File: config.mk
export PLATFORM = sky130hd
export DESIGN_NAME = array_table_search_insert_delete_unit
export DESIGN_NICKNAME = d
export VERILOG_FILES = /design/src/rtl/atsid_pkg.sv /design/src/rtl/atsid_obuf.sv /design/src/rtl/array_table_search_insert_delete_unit.sv
export SDC_FILE = /design/constraint.sdc
export NUM_CORES = 2
export LEC_CHECK = 0
export ABC_AREA = 1
export BUFFER_PORTS_ARGS = -buffer_cell sky130_fd_sc_hd__buf_2
export CORE_ASPECT_RATIO = 0.6
export CORE_MARGIN = 2
export CORE_UTILIZATION = 36
export CTS_BUF_LIST = sky130_fd_sc_hd__clkbuf_8
export CTS_CLUSTER_DIAMETER = 120
export DETAILED_ROUTE_END_ITERATION = 7
export GPL_TIMING_DRIVEN = 0
export PLACE_DENSITY = 0.55
export REMOVE_ABC_BUFFERS = 1
export SETUP_SLACK_MARGIN = 0.05
export SLEW_MARGIN = 30
export SYNTH_ARGS = -nofsm -noshare
export SYNTH_HDL_FRONTEND = slang
export SYNTH_SLANG_ARGS = --single-unit
File: constraint.sdc
create_clock -name aclk -period 6.55 [get_ports aclk]
set_input_delay 0.9825 -clock aclk [delete_from_list [all_inputs] [get_ports aclk]]
set_output_delay 0.9825 -clock aclk [all_outputs]
set_load 0.005 [all_outputs]
File: src/rtl/atsid_pkg.sv
// Package for the array table search, insert and delete unit.
// Holds the table size, the derived widths, the request and status codes and the result type.
// Depends on nothing; every module of the unit imports it.
package atsid_pkg;

    localparam int CAPACITY = 64;
    localparam int ADDR_W   = $clog2(CAPACITY);
    localparam int IDX_W    = $clog2(CAPACITY + 1);
    localparam int VALUE_W  = 32;
    localparam int KIND_W   = 3;
    localparam int STATUS_W = 2;

    localparam int S_TDATA_W = ((VALUE_W + IDX_W + 7) / 8) * 8;
    localparam int RES_W     = STATUS_W + IDX_W + 1 + IDX_W;
    localparam int M_TDATA_W = ((RES_W + 7) / 8) * 8;

    localparam logic [KIND_W-1:0] KIND_APPEND         = 3'd0;
    localparam logic [KIND_W-1:0] KIND_FIND           = 3'd1;
    localparam logic [KIND_W-1:0] KIND_DELETE_AT      = 3'd2;
    localparam logic [KIND_W-1:0] KIND_INSERT_AT      = 3'd3;
    localparam logic [KIND_W-1:0] KIND_SORTED_INSERT  = 3'd4;
    localparam logic [KIND_W-1:0] KIND_FIND_OR_INSERT = 3'd5;

    typedef enum logic [STATUS_W-1:0] {
        ST_OK       = 2'd0,
        ST_FULL     = 2'd1,
        ST_RANGE    = 2'd2,
        ST_NOTFOUND = 2'd3
    } status_t;

    typedef struct packed {
        logic [IDX_W-1:0] count;
        logic             found;
        logic [IDX_W-1:0] index;
        status_t          status;
    } result_t;

endpackage

File: src/rtl/atsid_obuf.sv
// Output register of the array table unit: one result held for the master-side stream.
// Depends on atsid_pkg for the result type and the tdata width.
module atsid_obuf
    import atsid_pkg::*;
(
    input  logic                 aclk,
    input  logic                 aresetn,
    input  logic                 push_valid,
    output logic                 push_ready,
    input  result_t              push_data,
    output logic                 m_tvalid,
    input  logic                 m_tready,
    // status, index, found, count from bit 0 up, zero padded
    output logic [M_TDATA_W-1:0] m_tdata
);

    logic    valid_reg;
    logic    valid_next;
    result_t data_reg;

    assign push_ready = !valid_reg || m_tready;
    assign m_tvalid   = valid_reg;
    assign m_tdata    = M_TDATA_W'(data_reg);

    always_comb begin
        valid_next = valid_reg;
        if (push_valid && push_ready) begin
            valid_next = 1'b1;
        end else if (m_tready) begin
            valid_next = 1'b0;
        end
    end

    always_ff @(posedge aclk) begin
        if (!aresetn) begin
            valid_reg <= 1'b0;
        end else begin
            valid_reg <= valid_next;
        end
    end

    always_ff @(posedge aclk) begin
        if (push_valid && push_ready) begin
            data_reg <= push_data;
        end
    end

endmodule

File: src/rtl/array_table_search_insert_delete_unit.sv
// Top level of the array table unit: a table of signed words in one synchronous memory.
// Depends on atsid_pkg and on atsid_obuf for the result register.
//
// A request arrives on the slave-side stream: tuser carries the operation code and tdata
// the value and the position. Each accepted transfer gives exactly one result transfer on
// the master-side stream with a status, an index, a found flag and the new fill count.
// The table sits in a memory with one write and one registered read port, and each walk
// over it moves one entry per cycle. An append, a refused request and an unused code go
// straight to the result. A find walks the table until it meets the value or the end.
// A delete at p shifts the entries above p down one place, and an insert at p shifts the
// entries from p up one place and writes the value at p. A sorted insert walks to the
// first entry greater than the value and then inserts there in the same way. A find or
// insert that misses walks the table again as a sorted insert does and inserts there, or
// reports a full table if no entry is free.
// One request is worked on at a time; s_tready is high while the unit is waiting,
// from the cycle after the result has been loaded.
// A finished result waits in the output register, so a new request is taken while the
// receiver stalls, and that request's result waits until the register is free.
// Reset empties the table at once; the memory contents are not cleared.
module array_table_search_insert_delete_unit
    import atsid_pkg::*;
(
    input  logic                 aclk,
    input  logic                 aresetn,
    input  logic                 s_tvalid,
    output logic                 s_tready,
    // value, position from bit 0 up, zero padded
    input  logic [S_TDATA_W-1:0] s_tdata,
    // kind
    input  logic [KIND_W-1:0]    s_tuser,
    output logic                 m_tvalid,
    input  logic                 m_tready,
    // status, index, found, count from bit 0 up, zero padded
    output logic [M_TDATA_W-1:0] m_tdata
);

    typedef enum logic [5:0] {
        S_IDLE = 6'b000001,
        S_SCAN = 6'b000010,
        S_SHUP = 6'b000100,
        S_SHDN = 6'b001000,
        S_DONE = 6'b010000,
        S_HOLD = 6'b100000
    } state_t;

    state_t                     state_reg, state_next;
    logic [KIND_W-1:0]          kind_reg, kind_next;
    logic signed [VALUE_W-1:0]  value_reg, value_next;
    logic [IDX_W-1:0]           pos_reg, pos_next;
    logic [IDX_W-1:0]           idx_reg, idx_next;
    logic [IDX_W-1:0]           count_reg, count_next;
    logic                       sorted_reg, sorted_next;
    result_t                    res_reg, res_next;

    logic [VALUE_W-1:0]         mem [CAPACITY];
    logic [VALUE_W-1:0]         rd_data_reg;
    logic [ADDR_W-1:0]          rd_addr;
    logic                       mem_we;
    logic [ADDR_W-1:0]          mem_waddr;
    logic [VALUE_W-1:0]         mem_wdata;

    logic                       accept;
    logic                       full;
    logic [VALUE_W-1:0]         in_value;
    logic [IDX_W-1:0]           in_pos;
    logic                       at_end;
    logic                       stop;
    logic                       push_valid;
    logic                       push_ready;

    assign s_tready = (state_reg == S_IDLE);
    assign accept   = s_tvalid && s_tready;
    assign in_value = s_tdata[VALUE_W-1:0];
    assign in_pos   = s_tdata[VALUE_W +: IDX_W];
    assign full     = (count_reg == IDX_W'(CAPACITY));
    assign at_end   = (idx_reg >= count_reg);
    assign stop     = at_end || (sorted_reg ? ($signed(rd_data_reg) > value_reg)
                                            : (rd_data_reg == value_reg));

    always_comb begin
        state_next  = state_reg;
        kind_next   = kind_reg;
        value_next  = value_reg;
        pos_next    = pos_reg;
        idx_next    = idx_reg;
        count_next  = count_reg;
        sorted_next = sorted_reg;
        res_next    = res_reg;
        mem_we      = 1'b0;
        mem_waddr   = ADDR_W'(idx_reg);
        mem_wdata   = rd_data_reg;
        rd_addr     = ADDR_W'(idx_reg + IDX_W'(1));
        push_valid  = 1'b0;

        unique case (state_reg)
            S_IDLE: begin
                rd_addr = '0;
                if (accept) begin
                    kind_next   = s_tuser;
                    value_next  = in_value;
                    pos_next    = in_pos;
                    idx_next    = '0;
                    sorted_next = 1'b0;
                    res_next    = '{count: count_reg, found: 1'b0, index: '0, status: ST_OK};
                    state_next  = S_DONE;
                    unique case (s_tuser)
                        KIND_APPEND: begin
                            if (full) begin
                                res_next.status = ST_FULL;
                            end else begin
                                mem_we         = 1'b1;
                                mem_waddr      = ADDR_W'(count_reg);
                                mem_wdata      = in_value;
                                count_next     = count_reg + IDX_W'(1);
                                res_next.index = count_reg;
                            end
                        end
                        KIND_FIND: begin
                            state_next = S_SCAN;
                        end
                        KIND_DELETE_AT: begin
                            if (in_pos >= count_reg) begin
                                res_next.status = ST_RANGE;
                            end else begin
                                idx_next   = in_pos;
                                rd_addr    = ADDR_W'(in_pos + IDX_W'(1));
                                state_next = S_SHDN;
                            end
                        end
                        KIND_INSERT_AT: begin
                            if (full) begin
                                res_next.status = ST_FULL;
                            end else if (in_pos > count_reg) begin
                                res_next.status = ST_RANGE;
                            end else begin
                                idx_next   = count_reg;
                                rd_addr    = ADDR_W'(count_reg - IDX_W'(1));
                                state_next = S_SHUP;
                            end
                        end
                        KIND_SORTED_INSERT: begin
                            if (full) begin
                                res_next.status = ST_FULL;
                            end else begin
                                sorted_next = 1'b1;
                                state_next  = S_SCAN;
                            end
                        end
                        KIND_FIND_OR_INSERT: begin
                            state_next = S_SCAN;
                        end
                        default: begin
                            state_next = S_DONE;
                        end
                    endcase
                end
            end
            S_SCAN: begin
                idx_next = idx_reg + IDX_W'(1);
                if (stop) begin
                    priority if (sorted_reg) begin
                        pos_next   = idx_reg;
                        idx_next   = count_reg;
                        rd_addr    = ADDR_W'(count_reg - IDX_W'(1));
                        state_next = S_SHUP;
                    end else if (!at_end) begin
                        res_next.index = idx_reg;
                        res_next.found = 1'b1;
                        state_next     = S_DONE;
                    end else if (kind_reg == KIND_FIND) begin
                        res_next.status = ST_NOTFOUND;
                        state_next      = S_DONE;
                    end else if (full) begin
                        res_next.status = ST_FULL;
                        state_next      = S_DONE;
                    end else begin
                        sorted_next = 1'b1;
                        idx_next    = '0;
                        rd_addr     = '0;
                    end
                end
            end
            S_SHUP: begin
                mem_we = 1'b1;
                if (idx_reg == pos_reg) begin
                    mem_waddr      = ADDR_W'(pos_reg);
                    mem_wdata      = value_reg;
                    count_next     = count_reg + IDX_W'(1);
                    res_next.index = pos_reg;
                    state_next     = S_DONE;
                end else begin
                    idx_next = idx_reg - IDX_W'(1);
                    rd_addr  = ADDR_W'(idx_reg - IDX_W'(2));
                end
            end
            S_SHDN: begin
                if ((idx_reg + IDX_W'(1)) >= count_reg) begin
                    count_next     = count_reg - IDX_W'(1);
                    res_next.index = pos_reg;
                    state_next     = S_DONE;
                end else begin
                    mem_we   = 1'b1;
                    idx_next = idx_reg + IDX_W'(1);
                    rd_addr  = ADDR_W'(idx_reg + IDX_W'(2));
                end
            end
            S_DONE: begin
                state_next = S_HOLD;
            end
            S_HOLD: begin
                push_valid = 1'b1;
                if (push_ready) begin
                    state_next = S_IDLE;
                end
            end
            default: begin
                state_next = S_IDLE;
            end
        endcase

        if (state_next == S_DONE) begin
            res_next.count = count_next;
        end
    end

    always_ff @(posedge aclk) begin
        if (!aresetn) begin
            state_reg <= S_IDLE;
            count_reg <= '0;
        end else begin
            state_reg <= state_next;
            count_reg <= count_next;
        end
    end

    always_ff @(posedge aclk) begin
        kind_reg   <= kind_next;
        value_reg  <= value_next;
        pos_reg    <= pos_next;
        idx_reg    <= idx_next;
        sorted_reg <= sorted_next;
        res_reg    <= res_next;
    end

    always_ff @(posedge aclk) begin
        if (mem_we) begin
            mem[mem_waddr] <= mem_wdata;
        end
        rd_data_reg <= mem[rd_addr];
    end

    atsid_obuf u_obuf (
        .aclk       (aclk),
        .aresetn    (aresetn),
        .push_valid (push_valid),
        .push_ready (push_ready),
        .push_data  (res_reg),
        .m_tvalid   (m_tvalid),
        .m_tready   (m_tready),
        .m_tdata    (m_tdata)
    );

endmodule

After elaboration in Yosys (flattened, before gate mapping) --
Memory sizes are Yosys's and may differ from the RTL's. A register that Yosys moved wholly into a read port is not among the register bits. Cells that the tools add are included.
Cells by class: add/subtract/negate cells 7, order comparisons 5, equal/unequal tests 27, muxes and demuxes 100, reduce and logical (&&, ||, !) cells 21
Operators by type and width (number):
- $mux W7 | 25
- $mux W6 | 24
- $mux W32 | 4
- $pmux W32 S2 | 1
- $pmux W7 S4 | 2
- $pmux W6 S6 | 1
- $eq A32 B32 Y1 | 1
- $gt A32 B32 Y1 | 1
- $pmux W7 S2 | 2
- $pmux W6 S2 | 2
- $pmux W6 S4 | 1
- $ge A7 B7 Y1 | 3
- $pmux W7 S3 | 1
- $mux W10 | 2
- $mux W5 | 4
- $pmux W5 S4 | 1
- $ne A2 B2 Y1 const B | 9
- $mux W1 | 17
- $mux W17 | 1
- $add A7 B1 Y7 const B | 2
- $sub A7 B1 Y7 const B | 2
- $eq A6 B5 Y1 const B | 2
- $mux W2 | 6
- $mux W8 | 1
- other kinds (33) | 45
Storage, ports and cells: register bits after elaboration 98, bits in writable memories 2048, output and inout port bits 26, logic and storage cells 177, memories 1
Memory list:
- mem | depth 64, bits a word 32, read ports 1, clocked after Yosys merged registers in 1, write ports 1, RTL line array_table_search_insert_delete_unit.sv:55 | logic [VALUE_W-1:0] mem [CAPACITY];

Logic depth before layout (Yosys ltp) --
word-level depth 10, depth in mapped cells 30, mapped depth without buffers 28

Modules after synthesis --
Synthesis repeated with hierarchy kept, for this count alone.
Second synthesis, totals: cells, all modules 8642, area, all modules 96491.3 µm²
By module, submodules not included:
- array_table_search_insert_delete_unit | instances 1, cells an instance 8610, area an instance 95873.2 µm², sequential area each 64411.8 µm²
- atsid_obuf | instances 1, cells an instance 32, area an instance 618.1 µm², sequential area each 530.5 µm²

Worst setup path after synthesis --
Ideal clock, no wire load.
path kind input port to flip-flop, from input s_tvalid, to memory mem[34][0], enable pin, setup time 0.421 ns, arrival 4.469 ns, required time 6.129 ns, path slack 1.660 ns, cell stages on the path 14, path buffers 0, path through inv_1 nor2_4 inv_2 nor2_2 inv_2 nor2_1 inv_2 nand2_2 inv_2 a21oi_1 inv_1 nor2_1 nand3_1 nor2_1
Between the ends: cells in the longest elaborated chain, start to end 5
Ends and longest elaborated chain:
- start: declaration | RTL line array_table_search_insert_delete_unit.sv:25 | input logic s_tvalid,
- $logic_and A1 B1 Y1 * | RTL line array_table_search_insert_delete_unit.sv:72 | assign accept = s_tvalid && s_tready;
- $mux W1 | RTL line array_table_search_insert_delete_unit.sv:98 | if (accept) begin
- $pmux W1 S3 | RTL line array_table_search_insert_delete_unit.sv:95 | unique case (state_reg)
- $mux W1 | RTL line array_table_search_insert_delete_unit.sv:246 | if (mem_we) begin
- $mux W1 (implied by the code) | RTL line array_table_search_insert_delete_unit.sv:247 | mem[mem_waddr] <= mem_wdata;
- end: declaration | RTL line array_table_search_insert_delete_unit.sv:55
Mark *: on every way between the ends. The rest lies on a longest branch, timed or not.

Final worst setup path --
from register state_reg[3], to memory mem[38][19], enable pin
Between the ends: cells in the longest elaborated chain, start to end 6
Ends and longest elaborated chain:
- start: declaration | RTL line array_table_search_insert_delete_unit.sv:46 | state_t state_reg, state_next;
- start signal: assignment | RTL line array_table_search_insert_delete_unit.sv:231 | state_reg <= state_next;
- $eq A6 B1 Y1 | RTL line array_table_search_insert_delete_unit.sv:71, array_table_search_insert_delete_unit.sv:95
- $logic_and A1 B1 Y1 | RTL line array_table_search_insert_delete_unit.sv:72
- $mux W1 | RTL line array_table_search_insert_delete_unit.sv:98
- $pmux W1 S3 | RTL line array_table_search_insert_delete_unit.sv:95
- $mux W1 | RTL line array_table_search_insert_delete_unit.sv:246
- $mux W1 (implied by the code) | RTL line array_table_search_insert_delete_unit.sv:247
Parallel ways exist; a longest one is shown, timed or not.

==> results.cfg <==
[cells_and_area]
final_common_cell = nand2_1
final_cell_mix = nand2_1 (2167), edfxtp_1 (2132), nand3_1 (1798)
largest_reg_flops = 2048
final_nets = 9647
fin_util = 0.434
fillerInstances = 24500
area_growth_pct = 20.0
final_cell_area_um2 = 116000
drive_gt1_frac = 0.132

[setup_path]
cp_num_cells = 19
worstPathMaxFanout = 35
critPathRequiredTime_ps = 7160
crit_family = simple AND/OR/NAND/NOR gates
endpoint_kind = flip-flop
ff2ff_path_depth = 19
crit_top_cell = inv_2
worstPathCellList = nor2_1 > inv_2 > nor4_4 > inv_2 > nor2_4 > inv_2 > nor2_2 > inv_2 > nor2_4 > inv_2 > nand2_2 > inv_2 > a21oi_1 > inv_1 > nor2_1 > nand2_1 > nor2_4 > buf_12 > buf_16
crit_buf_inv = 9
critPathArrivalTime_ps = 7170
startpoint_type = flip-flop
worstSetupPathType = flip-flop to flip-flop
slowest_stage = nor2_4
cpPeakStageDelay_ps = 630

[placement]
place.gp.congestion = 0.924
place_ws_ps = -2610
io_buffer_count = 64
placed_area_um2 = 108000
hpwl_mm = 202

[floorplanning]
die_area_um2 = 273000
core_um2 = 267000
start_util = 0.361
ioPinCount = 73
die_h_um = 405
std_cell_rows = 147
die_x_um = 673

[run_status]
violations = negative setup slack
status = finished, violations left

[sta]
worstMarginPinSlew_ps = 1020
drv_slew = 0
worst_slack_ps = -15.8
setup_viol = 3
min_period_ps = 6570
fin_crit_sh = 1.00
hold_viol_final = 0
whs_ps = 204
fmax_mhz = 152
grt_setup_unrepaired = yes
max_slew_margin = 0.319
fin_skew_ps = 83.1

[detailed_routing]
via_per_inst = 5.19
drcViolationCount = 0
detail_route.wl_per_cell_um = 23.8
drt_iter0_drc = 8822
drtPass1Iterations = 6
wirelength_mm = 318
via_count = 69300
ant_nets = 0

[clocking]
clk_latency_ps = 980
htree_levels = 5
cts_buffers = 330
clock-root-buffer = clkbuf_8
clockBufferDepth = 4
clock_sinks = 2178
clk_pin_slew_ps = 80
cts_tree = done

[grt]
grt_use_total = 0.228
antenna_found_initial = 20
grt_max_degree = 139
grt_pass1_vias = 64300
grt_pass1_wl_mm = 455
grt_overflow = 0

[power]
p_per_area_nw_per_um2 = 353
ir_drop_mv = 0.163
leakage_nw = 46.3
total_power_w = 0.0409

[synthesis]
syn_area_per_cell_um2 = 10.7
synth_top_family_by_area = simple AND/OR/NAND/NOR gates
ys.flop_type = edfxtp_1
postSynthCellCount = 9028
ys_seq_area_frac = 0.672
synth_area_um2 = 96600
yosys_register_bits = 2178
synth_compound_area_frac = 0.0137
synth-warning-count = 0
yosysUniqueCellTypes = 52
synth-xor-area-share = 0.00209
synthMuxAreaShare = 0
synthSimpleGateAreaFrac = 0.227
synthAdderAreaFrac = 0.00803
synth_edf_count = 2132
async_reset_ff_frac = 0

[min_path]
min_delay_path_depth = 1
hold_path_class = input port to flip-flop

[job]
cap_viol_max_count = 0
power breakdown:
group | internal (W) | switching [W]
registers | 0.0174 | 0.000108
clock network | 0.00499 | 0.00543
logic | 0.00392 | 0.00901
total | 0.0263 | 0.0145
metrics by stage:
stage,instances,setup TNS (ps)
finish,13400,-28.0
floorplan,8504,-429600
global placement,12100,-
CTS,13300,0
detailed placement,12700,-70480
global route,13400,-6380
layout make-up:
| class | instances | area (um^2) | share of cell area |
|---|---|---|---|
| timing repair inverter | 2 | 17.5 | 0.000151 |
| multi-input combinational | 4998 | 25400 | 0.219 |
| clock buffer | 344 | 4730 | 0.0409 |
| antenna | 11 | 27.5 | 0.000238 |
| clock inverter | 217 | 991 | 0.00855 |
| timing repair buffer | 695 | 10200 | 0.0883 |
| tap | 3576 | 4470 | 0.0386 |
| inverter | 1333 | 5070 | 0.0437 |
| sequential | 2178 | 64900 | 0.560 |
metal layers:
layer / vias to the layer above / track usage / routed length, um
met3: 487 / 0.0603 / 36300
met2: 3532 / 0.316 / 130000
li1: 31600 / - / -
met1: 33700 / 0.343 / 142000
met5: - / 0 / 13
met4: 2 / 0.0703 / 9770
cells by family after synthesis:
logic type | Yosys count
compound gates | 201
xor+xnor | 23
fa+ha+maj | 62
buf+inv | 1863
flops | 2178
other cells | 1
simple gates | 4700
synthesized netlist by cell type, types with 46 or more instances:
master	count	area, um^2
a21oi_1	54	270
buf_1	65	244
buf_2	257	1290
clkbuf_1	194	728
dfxtp_1	46	921
edfxtp_1	2132	64000
ha_1	62	776
inv_1	1302	4890
nand2_1	2170	8150
nand3_1	1853	9270
nand3b_1	484	3630
nor2_1	144	541
final timing paths:
kind                       end         start  slack, ps
max                mem[38][19]  state_reg[3]        -20
min              value_reg[24]   s_tdata[24]        200
max reg2reg        mem[38][19]  state_reg[3]        -20
min reg2reg  u_obuf.m_tdata[5]    res_reg[5]        420
repair_timing:
item | in CTS | in global routing
setup buffers | 27 | 43
endpoints found under the setup margin | 188 | 719
hold buffers | 0 | 0
resized for setup | 68 | 31
gates cloned | 27 | 8
pin swaps | 12 | 14
Power figures use the tool's default switching activity.
